### src/rtl/core/hmra_pkg.sv
`default_nettype none

package hmra_pkg;

  typedef enum logic [2:0] {
    OP_REL_MOVE    = 3'd0,
    OP_ABS_MOVE    = 3'd1,
    OP_BUTTONS     = 3'd2,
    OP_WHEEL       = 3'd3,
    OP_CONSUME     = 3'd4,
    OP_RELEASE_BTN = 3'd5,
    OP_SET_MODE    = 3'd6
  } op_t;

  localparam logic [15:0] ABS_LIMIT          = 16'd32767;
  localparam logic [7:0]  BUTTON_REJECT_MASK = 8'hE0;

  // Mouse state, which is also the snapshot carried by every result.
  typedef struct packed {
    logic        [4:0]  buttons;
    logic signed [15:0] acc_dx;
    logic signed [15:0] acc_dy;
    logic signed [31:0] vpos_x;
    logic signed [31:0] vpos_y;
    logic        [14:0] apos_x;
    logic        [14:0] apos_y;
    logic signed [7:0]  acc_wv;
    logic signed [7:0]  acc_wh;
    logic signed [7:0]  rec_wv;
    logic signed [7:0]  rec_wh;
  } snap_t;

  function automatic logic signed [7:0] sat_add8(logic signed [7:0] a, logic signed [7:0] b);
    logic signed [8:0] s;
    s = {a[7], a} + {b[7], b};
    if (s[8] != s[7]) begin
      return s[8] ? 8'sh80 : 8'sh7F;
    end
    return s[7:0];
  endfunction

  function automatic logic signed [15:0] sat_add16(logic signed [15:0] a,
                                                   logic signed [15:0] b);
    logic signed [16:0] s;
    s = {a[15], a} + {b[15], b};
    if (s[16] != s[15]) begin
      return s[16] ? 16'sh8000 : 16'sh7FFF;
    end
    return s[15:0];
  endfunction

  function automatic logic signed [31:0] sat_add32(logic signed [31:0] a,
                                                   logic signed [15:0] b);
    logic signed [32:0] s;
    s = {a[31], a} + {{17{b[15]}}, b};
    if (s[32] != s[31]) begin
      return s[32] ? 32'sh8000_0000 : 32'sh7FFF_FFFF;
    end
    return s[31:0];
  endfunction

endpackage

`default_nettype wire

### src/rtl/core/hid_mouse_report_accumulator_core.sv
// A command transferred in is held in the input stage and then moves into the
// state register, which doubles as the result register. Throughput: one command
// per cycle unless the result side stalls, set by the single update of the state
// register. Reset: synchronous, active low; it empties both stages and sets the
// whole mouse state to zero (relative mode, no buttons, nothing pending).
`default_nettype none

module hid_mouse_report_accumulator_core (
  input  wire logic               clk,
  input  wire logic               rst_n,
  // Command channel
  input  wire logic               in_valid,
  output logic                    in_stall,
  input  wire logic        [2:0]  in_opcode,
  input  wire logic signed [15:0] in_delta_x,
  input  wire logic signed [15:0] in_delta_y,
  input  wire logic        [15:0] in_target_x,
  input  wire logic        [15:0] in_target_y,
  input  wire logic        [7:0]  in_button_map,
  input  wire logic signed [7:0]  in_wheel_vert,
  input  wire logic signed [7:0]  in_wheel_horiz,
  input  wire logic               in_mode_sel,
  // Result channel
  output logic                    out_valid,
  input  wire logic               out_stall,
  output logic                    out_accepted,
  output logic             [4:0]  out_button_state,
  output logic signed      [15:0] out_pending_dx,
  output logic signed      [15:0] out_pending_dy,
  output logic signed      [31:0] out_virt_pos_x,
  output logic signed      [31:0] out_virt_pos_y,
  output logic             [14:0] out_absolute_x,
  output logic             [14:0] out_absolute_y,
  output logic signed      [7:0]  out_pending_wheel_vert,
  output logic signed      [7:0]  out_pending_wheel_horiz,
  output logic signed      [7:0]  out_last_wheel_vert,
  output logic signed      [7:0]  out_last_wheel_horiz
);
  import hmra_pkg::*;

  // The block has two register stages. The first holds the command that has
  // just been transferred in. The second is the mouse state itself together
  // with the accepted flag: the state only changes when a command moves out of
  // the first stage, so the state register always holds the snapshot that
  // belongs to the result on offer and doubles as the result register.
  //
  // The selected mode has no effect on any result beyond the clears that a
  // mode change causes, so the mode value itself is not kept.

  // Input stage
  logic               s1_valid_r;
  logic        [2:0]  s1_opcode_r;
  logic signed [15:0] s1_delta_x_r;
  logic signed [15:0] s1_delta_y_r;
  logic        [15:0] s1_target_x_r;
  logic        [15:0] s1_target_y_r;
  logic        [7:0]  s1_button_map_r;
  logic signed [7:0]  s1_wheel_vert_r;
  logic signed [7:0]  s1_wheel_horiz_r;
  logic               s1_mode_sel_r;

  // State and result stage
  snap_t st_r;
  snap_t st_nxt;
  logic  out_valid_r;
  logic  accepted_r;
  logic  accepted_nxt;

  logic  out_free;
  logic  s1_load;
  logic  s1_fire;

  // The result register can take a new result when it is empty or when its
  // present result is transferred out at this edge. The input stage moves on
  // under the same condition, so a new command is taken every cycle unless the
  // result side holds both stages full.
  assign out_free = !out_valid_r || !out_stall;
  assign s1_fire  = s1_valid_r && out_free;
  assign in_stall = s1_valid_r && !out_free;
  assign s1_load  = in_valid && !in_stall;

  always_ff @(posedge clk) begin
    if (!rst_n) begin
      s1_valid_r <= 1'b0;
    end else if (s1_load) begin
      s1_valid_r <= 1'b1;
    end else if (s1_fire) begin
      s1_valid_r <= 1'b0;
    end
  end

  always_ff @(posedge clk) begin
    if (s1_load) begin
      s1_opcode_r      <= in_opcode;
      s1_delta_x_r     <= in_delta_x;
      s1_delta_y_r     <= in_delta_y;
      s1_target_x_r    <= in_target_x;
      s1_target_y_r    <= in_target_y;
      s1_button_map_r  <= in_button_map;
      s1_wheel_vert_r  <= in_wheel_vert;
      s1_wheel_horiz_r <= in_wheel_horiz;
      s1_mode_sel_r    <= in_mode_sel;
    end
  end

  // Command decode and state update. A rejected command, including the unused
  // opcode, leaves every state field as it was and only clears the flag.
  always_comb begin
    st_nxt       = st_r;
    accepted_nxt = 1'b1;
    unique case (op_t'(s1_opcode_r))
      OP_REL_MOVE: begin
        // Relative moves saturate separately in the pending deltas and in the
        // wider virtual position.
        st_nxt.acc_dx = sat_add16(st_r.acc_dx, s1_delta_x_r);
        st_nxt.acc_dy = sat_add16(st_r.acc_dy, s1_delta_y_r);
        st_nxt.vpos_x = sat_add32(st_r.vpos_x, s1_delta_x_r);
        st_nxt.vpos_y = sat_add32(st_r.vpos_y, s1_delta_y_r);
      end
      OP_ABS_MOVE: begin
        // Both coordinates must lie within the 15-bit range, or neither is taken.
        if ((s1_target_x_r > ABS_LIMIT) || (s1_target_y_r > ABS_LIMIT)) begin
          accepted_nxt = 1'b0;
        end else begin
          st_nxt.apos_x = s1_target_x_r[14:0];
          st_nxt.apos_y = s1_target_y_r[14:0];
        end
      end
      OP_BUTTONS: begin
        if ((s1_button_map_r & BUTTON_REJECT_MASK) != 8'd0) begin
          accepted_nxt = 1'b0;
        end else begin
          st_nxt.buttons = s1_button_map_r[4:0];
        end
      end
      OP_WHEEL: begin
        st_nxt.rec_wv = s1_wheel_vert_r;
        st_nxt.rec_wh = s1_wheel_horiz_r;
        st_nxt.acc_wv = sat_add8(st_r.acc_wv, s1_wheel_vert_r);
        st_nxt.acc_wh = sat_add8(st_r.acc_wh, s1_wheel_horiz_r);
      end
      OP_CONSUME: begin
        st_nxt.acc_dx = '0;
        st_nxt.acc_dy = '0;
        st_nxt.acc_wv = '0;
        st_nxt.acc_wh = '0;
      end
      OP_RELEASE_BTN: begin
        st_nxt.buttons = '0;
      end
      OP_SET_MODE: begin
        // A mode change drops buttons and everything pending; going back to
        // relative mode also restarts the virtual position from the origin.
        st_nxt.buttons = '0;
        st_nxt.acc_dx  = '0;
        st_nxt.acc_dy  = '0;
        st_nxt.acc_wv  = '0;
        st_nxt.acc_wh  = '0;
        if (!s1_mode_sel_r) begin
          st_nxt.vpos_x = '0;
          st_nxt.vpos_y = '0;
        end
      end
      default: begin
        accepted_nxt = 1'b0;
      end
    endcase
  end

  always_ff @(posedge clk) begin
    if (!rst_n) begin
      st_r        <= '0;
      out_valid_r <= 1'b0;
    end else begin
      if (s1_fire) begin
        st_r        <= st_nxt;
        out_valid_r <= 1'b1;
      end else if (!out_stall) begin
        out_valid_r <= 1'b0;
      end
    end
  end

  always_ff @(posedge clk) begin
    if (s1_fire) begin
      accepted_r <= accepted_nxt;
    end
  end

  assign out_valid               = out_valid_r;
  assign out_accepted            = accepted_r;
  assign out_button_state        = st_r.buttons;
  assign out_pending_dx          = st_r.acc_dx;
  assign out_pending_dy          = st_r.acc_dy;
  assign out_virt_pos_x          = st_r.vpos_x;
  assign out_virt_pos_y          = st_r.vpos_y;
  assign out_absolute_x          = st_r.apos_x;
  assign out_absolute_y          = st_r.apos_y;
  assign out_pending_wheel_vert  = st_r.acc_wv;
  assign out_pending_wheel_horiz = st_r.acc_wh;
  assign out_last_wheel_vert     = st_r.rec_wv;
  assign out_last_wheel_horiz    = st_r.rec_wh;

endmodule

`default_nettype wire

### config.mk
export PLATFORM = sky130hd
export DESIGN_NAME = hid_mouse_report_accumulator_core
export DESIGN_NICKNAME = d
export VERILOG_FILES = /design/src/rtl/core/hmra_pkg.sv /design/src/rtl/core/hid_mouse_report_accumulator_core.sv
export SDC_FILE = /design/constraint.sdc
export NUM_CORES = 1
export LEC_CHECK = 0
export BUFFER_PORTS_ARGS = -buffer_cell sky130_fd_sc_hd__buf_4
export CORE_ASPECT_RATIO = 0.5
export CORE_MARGIN = 4
export CORE_UTILIZATION = 45
export DETAILED_ROUTE_END_ITERATION = 16
export PLACE_DENSITY = 0.67
export SETUP_SLACK_MARGIN = 0.05
export SLEW_MARGIN = 10
export SYNTH_ARGS = -nofsm -noshare
export SYNTH_HDL_FRONTEND = slang
export SYNTH_SLANG_ARGS = --single-unit
### constraint.sdc
create_clock -name clk -period 6.87 [get_ports clk]
set_input_delay 1.0305 -clock clk [delete_from_list [all_inputs] [get_ports clk]]
set_output_delay 1.0305 -clock clk [all_outputs]
set_load 0.01 [all_outputs]
==> flow_summary_export.csv, run 1 <==
group,metric,value,unit
synth,synth_seq_cells,258,
grt,grt_use_met1,0.279,
worst_setup_path,crit_arrival,5.16,ns
clock_tree,cts.clk_slew.worst_paths,0.07,ns
power,vdd_ir_drop_max,0.174,mV
detailed_routing,drt_iter0_drc,610,
synth,synth_top_area_frac,0.232,
synth,synthArstFlopShare,0,
cells_and_area,finalNonFillerCells,2239,
clock_tree,clk_latency,0.56,ns
worst_setup_path,worstPathRequired,7.32,ns
grt,use_met2,0.374,
synth,synthDistinctLibCells,80,
power,p_sw,888,uW
synth,netlist_area,14300,um2
clock_tree,cts_buffers,25,
clock_tree,ctsResizeCount,0,
grt,grt_first_pass_wirelength,61500,um
cells_and_area,fillerInstances,2807,
synth,ys_warn_count,0,
timing,hold_violations,0,
cells_and_area,n_antenna_cell,0,
worst_setup_path,critPathLaunchType,"flop",
placed_design,dp.cells,2193,
synth,synth_cells,1566,
synth,synth.top_cells.by_area,"dfxtp_1 23%, edfxtp_1 20%, ha_1 10%",
floorplanning,dieHeight,134,um
cells_and_area,drive_gt1_frac,0.191,
detailed_routing,routed_wl,38900,um
synth,yosysSeqAreaShare,0.427,
power,p_sw_frac,0.255,
clock_tree,clockBufferDepth,3,
detailed_routing,via_per_inst,5.39,
synth,syn_nets,1786,
job,maxCapViolCount,0,
detailed_routing,wl_per_cell,17.4,um
clock_tree,hold_buffers,0,
detailed_routing,drcViolationCount,0,
clock_tree,cts_tree,"done",
floorplanning,core_area,30800,um2
worst_setup_path,path_cells,"ha_1, a21o_1, a21oi_1, o22ai_1, nor4_1, a211oi_1, o31ai_1, nor2b_1, o21ai_0, nand2b_1, xor2_1, ha_1, a21oi_2, buf_4, a21oi_1, a311oi_1",
power,power_density,200,nW/um2
floorplanning,start_util,0.463,
placed_design,portBuffers,261,
placed_design,dpl.hpwl,28000,um
detailed_routing,final_antenna_net_count,0,
floorplanning,dieArea,34800,um2
grt,busiest_layer,"met2",
worst_setup_path,crit_fanout,24,
timing,slew_headroom,0.300,
synth,synth_edf_count,93,
timing,fin_crit_sh,0.685,
synth,avgSynthCellArea,9.11,um2
floorplanning,ios,262,
placed_design,gp_congestion,0.853,
worst_setup_path,endpoint_kind,"flop",
power,pwr-share-comb,0.108,
timing,setup-violations-final,0,
timing,drv_slew,0,
run_status,status,"completed",
grt,grt_pass1_vias,11548,
power,power.internal,2.59,mW
timing,holdWs,0.456,ns
clock_tree,cts_root_buf,"clkbuf_16",
synth,synth_common_cells,"247 x nand2_1, 186 x a21oi_1, 165 x dfxtp_1, 118 x ha_1, 114 x o21ai_0",
worst_setup_path,cpMaxStageDelayCell,"edfxtp_1",
grt,antenna_found_initial,1,
clock_tree,postCtsSetupRepairBufs,0,
grt,grt.overflow.total,0,
timing,fmax,0.213,GHz
floorplanning,floorplan.rows,45,
power,pwr-share-clk,0.412,
clock_tree,cts.sinks,258,
timing,period_needed,4.70,ns
power,pwr-share-seq,0.480,
detailed_routing,firstDrtPassIters,5,
min_path,hold_path_class,"reg -> reg",
clock_tree,cts_htree_levels,1,
synth,synth.largest_area_cell,"dfxtp_1",
timing,fin_tns_setup,0,ns
cells_and_area,area_growth,22.0,%
grt,use_met3,0.0345,
synth,ys.flop_type,"dfxtp_1",
timing,rsz0062_at_grt,"false",
cells_and_area,fin_nets,2017,
detailed_routing,num_vias,12059,
power,p_leak,7.48,nW
cells_and_area,utilization,0.565,
synth,yosysMostFrequentCell,"nand2_1",
worst_setup_path,critPathKind,"reg -> reg",
worst_setup_path,critPathMaxStageDelay,0.86,ns
power,total_power,3.48,mW
grt,grt_max_degree,64,
timing,finClkSkew,0.0215,ns
floorplanning,dieWidth,260,um
grt,track_usage,0.215,
timing,max_slew.worst_pin.slew,1.05,ns
==> per-layer routing <==
metal | vias up | wire length, um
met2 | 240 | 18700
met1 | 5663 | 17500
met4 | 2 | 1080
met5 | - | 20
li1 | 6091 | -
met3 | 63 | 1610
==> layout by cell type, fill, tap and decap left out, types with 18 or more instances in the layout <==
cell	count
a21o_1	40
a21oi_1	186
buf_4	270
clkbuf_16	25
dfxtp_1	165
edfxtp_1	93
ha_1	118
inv_1	45
nand2_1	247
nand2b_1	20
nand3_1	19
nor2_1	97
nor2b_1	22
nor3_1	21
o21a_1	18
o21ai_0	114
o21ai_1	18
xnor2_1	56
xor2_1	30
==> registers in the layout, indices dropped and copies added (netlist names), 15 cells and up <==
signal,flops
out_pending_dx,16
out_virt_pos_x,32
s1_delta_x_r,16
s1_target_y_r,16
s1_target_x_r,16
out_absolute_y,15
out_pending_dy,16
out_absolute_x,15
out_virt_pos_y,32
s1_delta_y_r,16
==> cells by family (layout without fill, tap and decap cells) <==
kind of cell,Yosys count,in the layout,share of synthesized area
simple gates,476,476,0.149
flops,258,258,0.427
fa+ha+maj,124,124,0.112
xor+xnor,87,87,0.0540
mux,8,8,0.00597
compound gates,500,500,0.219
buf+inv,113,363,0.0323
==> power by group through the flow <==
stage / Sequential (mW) / Combinational [mW] / Clock (mW)
2_1_floorplan: 1.70 / 0.243 / 0
3_3_place_gp: 1.70 / 0.370 / 0
3_5_place_dp: 1.70 / 0.375 / 0
4_1_cts: 1.67 / 0.376 / 1.46
5_1_grt: 1.67 / 0.418 / 1.53
6_report: 1.67 / 0.375 / 1.43
==> critical path: cells and delay by family, from the launching register on <==
| kind | cells | cell delay, ns |
|---|---|---|
| buffers and inverters | 1 | 0.34 |
| XOR/XNOR | 1 | 0.16 |
| AO/OA/AOI/OAI | 9 | 1.87 |
| adder cells (fa/ha/maj) | 2 | 0.75 |
| flip-flops | 1 | 0.86 |
| AND/OR/NAND/NOR | 3 | 0.62 |
==> path summary, 6_finish.rpt <==
check	start	end	slack (ns)	cells past startpoint
max reg2reg	s1_delta_y_r[15]	out_virt_pos_y[30]	2.17	16
min reg2reg	out_absolute_x[3]	out_absolute_x[3]	0.46	2
min	out_absolute_x[3]	out_absolute_x[3]	0.46	2
max	s1_delta_y_r[15]	out_virt_pos_y[30]	2.17	16
==> cell type report <==
type | count | area [um2] | share of cell area
well taps | 423 | 529 | 0.0304
flip-flops and latches | 258 | 6100 | 0.350
repair buffers | 270 | 2030 | 0.116
inverters | 47 | 179 | 0.0103
clock buffers | 29 | 641 | 0.0368
clock inverters | 17 | 193 | 0.0111
multi-input cells | 1195 | 7740 | 0.445
==> per-stage QoR <==
step                worst slack, ns  instance area [um2]
floorplan                     0.975                14300
global placement               2.37                16600
detailed placement             2.23                16600
CTS                            2.17                17400
global route                   1.80                17400
finish                         2.17                17400
Note: power is estimated with default switching activity, not from simulation.
==> run 2: changes to the inputs <==
Settings changed: PLACE_DENSITY 0.67 to 0.69.
Clock period 6.87 ns to 4.2 ns, I/O delays scaled along.
==> run 2 against run 1 <==
Critical path depth stayed put. Non-clock buffer count is 19 higher. Largest power group unchanged. Clock skew is 0.010 ns lower. Combinational power is 69% higher. Global-route usage is 0.17 points lower. Maximum frequency is 19% higher. First-iteration DRC count is 4.4% lower. Critical endpoint is now out_virt_pos_y[26].
==> flow_summary_export.csv, run 2 (synthesized netlist as in run 1, its figures left out) <==
group,metric,value,unit
power,power_density,317,nW/um2
cells_and_area,area_growth,23.0,%
placed_design,gp_congestion,0.894,
detailed_routing,firstDrtPassIters,5,
power,pwr-share-seq,0.490,
worst_setup_path,crit_fanout,21,
cells_and_area,final_common_cell,"buf_4",
worst_setup_path,startpoint,"s1_delta_y_r[15]",
grt,antenna_found_initial,0,
worst_setup_path,worst-path-stages,16,
power,p_leak,7.57,nW
placed_design,dpl.hpwl,28700,um
timing,finClkSkew,0.0111,ns
worst_setup_path,cp_common_cell,"ha_1",
worst_setup_path,path_buf_inv,1,
grt,use_met2,0.374,
power,power.internal,4.11,mW
worst_setup_path,reg2reg_setup_slack,0.26,ns
cells_and_area,design_area,17500,um2
clock_tree,clockBufferDepth,3,
power,vdd_ir_drop_max,0.294,mV
cells_and_area,drive_gt1_frac,0.202,
grt,track_usage,0.213,
worst_setup_path,ff2ff_path_depth,16,
cells_and_area,fin_nets,2036,
floorplanning,ios,262,
detailed_routing,via_per_inst,5.34,
min_path,whs_path_depth,1,
timing,drv_slew,0,
cells_and_area,n_antenna_cell,0,
worst_setup_path,cpMaxStageDelayCell,"edfxtp_1",
power,p_sw_frac,0.260,
clock_tree,cts.sinks,258,
cells_and_area,finalNonFillerCells,2258,
detailed_routing,drcViolationCount,0,
power,pwr-share-clk,0.397,
floorplanning,start_util,0.463,
placed_design,portBuffers,261,
worst_setup_path,worstPathRequired,4.66,ns
worst_setup_path,critPathMaxStageDelay,0.56,ns
floorplanning,floorplan.rows,45,
detailed_routing,wl_per_cell,17.2,um
floorplanning,dieHeight,134,um
grt,use_met3,0.0313,
timing,fmax,0.254,GHz
timing,period_needed,3.94,ns
worst_setup_path,critPathTopFamily,"compound AO/OA/AOI/OAI gates",
detailed_routing,final_antenna_net_count,0,
clock_tree,cts_htree_levels,1,
run_status,status,"completed",
grt,grt_max_degree,73,
power,p_sw,1.45,mW
grt,grt_first_pass_wirelength,60900,um
grt,grt_pass1_vias,11266,
placed_design,dpl_cell_area,16700,um2
timing,setup-violations-final,0,
worst_setup_path,crit_arrival,4.40,ns
detailed_routing,num_vias,12049,
detailed_routing,drt_iter0_drc,583,
clock_tree,hold_buffers,0,
detailed_routing,routed_wl,38900,um
worst_setup_path,critPathKind,"reg -> reg",
clock_tree,cts.clk_slew.worst_paths,0.07,ns
worst_setup_path,endpoint_kind,"flop",
worst_setup_path,path_cells,"ha_1, and3_1, nand2_1, o22ai_1, nor4_2, a211oi_1, o31ai_2, nor2b_1, o21ai_0, nand2b_1, xor2_1, ha_1, a21oi_2, buf_12, a21oi_1, a311oi_1",
grt,grt.overflow.total,0,
cells_and_area,utilization,0.570,
timing,slew_headroom,0.270,
power,pwr-share-comb,0.114,
min_path,hold_path_class,"in -> reg",
clock_tree,cts_buffers,25,
clock_tree,clk_latency,0.56,ns
timing,hold_violations,0,
floorplanning,dieArea,34800,um2
worst_setup_path,critPathLaunchType,"flop",
clock_tree,cts_tree,"done",
cells_and_area,mostFrequentLayoutCells,"286 x buf_4, 247 x nand2_1, 186 x a21oi_1",
job,maxCapViolCount,0,
grt,grt_use_met1,0.280,
clock_tree,cts_root_buf,"clkbuf_16",
worst_setup_path,r2r-end,"out_virt_pos_y[26]",
placed_design,dp.cells,2210,
grt,busiest_layer,"met2",
timing,fin_crit_sh,0.938,
worst_setup_path,reg2reg_from,"s1_delta_y_r[15]",
floorplanning,core_area,30800,um2
worst_setup_path,crit_end,"out_virt_pos_y[26]",
timing,rsz0062_at_grt,"true",
timing,max_slew.worst_pin.slew,1.10,ns
floorplanning,dieWidth,260,um
[run 2: cell types whose count changed in the layout (fill, tap and decap cells not counted), sizes merged]
cell and change:
buf +19, clkbuf +2, bufinv -3, clkinv +1
[run 2: worst min path at each step]
stage,startpoint,to,slack [ns]
6_report,in_wheel_vert[7],s1_wheel_vert_r[7],0.25
5_1_grt,in_wheel_horiz[4],s1_wheel_horiz_r[4],0.22
3_3_place_gp,out_last_wheel_horiz[0],out_last_wheel_horiz[0],0.44
3_5_place_dp,out_absolute_x[1],out_absolute_x[1],0.45
4_1_cts,in_wheel_horiz[4],s1_wheel_horiz_r[4],0.22
2_1_floorplan,s1_valid_r,out_valid,0.45
[run 2: power by group through the flow]
stage / sequential, mW / combinational [mW] / clock [mW]
floorplan: 2.77 / 0.398 / 0
detailed placement: 2.78 / 0.625 / 0
finish: 2.72 / 0.632 / 2.21
CTS: 2.72 / 0.628 / 2.26
global placement: 2.78 / 0.618 / 0
global route: 2.73 / 0.701 / 2.37
[run 2: cell type report]
class | count | area, um2
Timing Repair Buffer | 289 | 2210
Multi-Input combinational cell | 1195 | 7740
Fill cell | 2795 | 13300
Inverter | 47 | 179
Clock inverter | 15 | 114
Clock buffer | 31 | 678
Sequential cell | 258 | 6100
Tap cell | 423 | 529
[run 2: routing by layer]
metal	wire, um	up-vias	share of wire
met5	0	-	0
met4	923	0	0.024
met3	1560	55	0.040
met2	19100	213	0.49
met1	17300	5652	0.44
li1	-	6129	-
[run 2: timing repair]
item / in CTS / in global routing
gates resized for setup: 0 / 3
endpoints found under the setup margin: 0 / 33
buffers inserted: 0 / 2
[run 2: worst register-to-register path, cell delays in order, from the launching register on]
cell,delay [ns]
edfxtp_1,0.56
ha_1,0.43
and3_1,0.24
nand2_1,0.11
o22ai_1,0.10
nor4_2,0.33
a211oi_1,0.19
o31ai_2,0.38
nor2b_1,0.08
o21ai_0,0.14
nand2b_1,0.11
xor2_1,0.15
ha_1,0.34
a21oi_2,0.21
buf_12,0.18
a21oi_1,0.05
a311oi_1,0.24
[run 2: stage by stage]
step | power [mW] | hold slack (ns) | TNS [ns] | setup WS, ns
floorplan | 3.17 | 0.451 | 0 | 0.407
global placement | 3.40 | 0.443 | 0 | 0.360
detailed placement | 3.40 | 0.448 | 0 | 0.263
CTS | 5.61 | 0.220 | 0 | 0.215
global route | 5.80 | 0.219 | -0.0239 | -0.0239
finish | 5.56 | 0.245 | 0 | 0.262
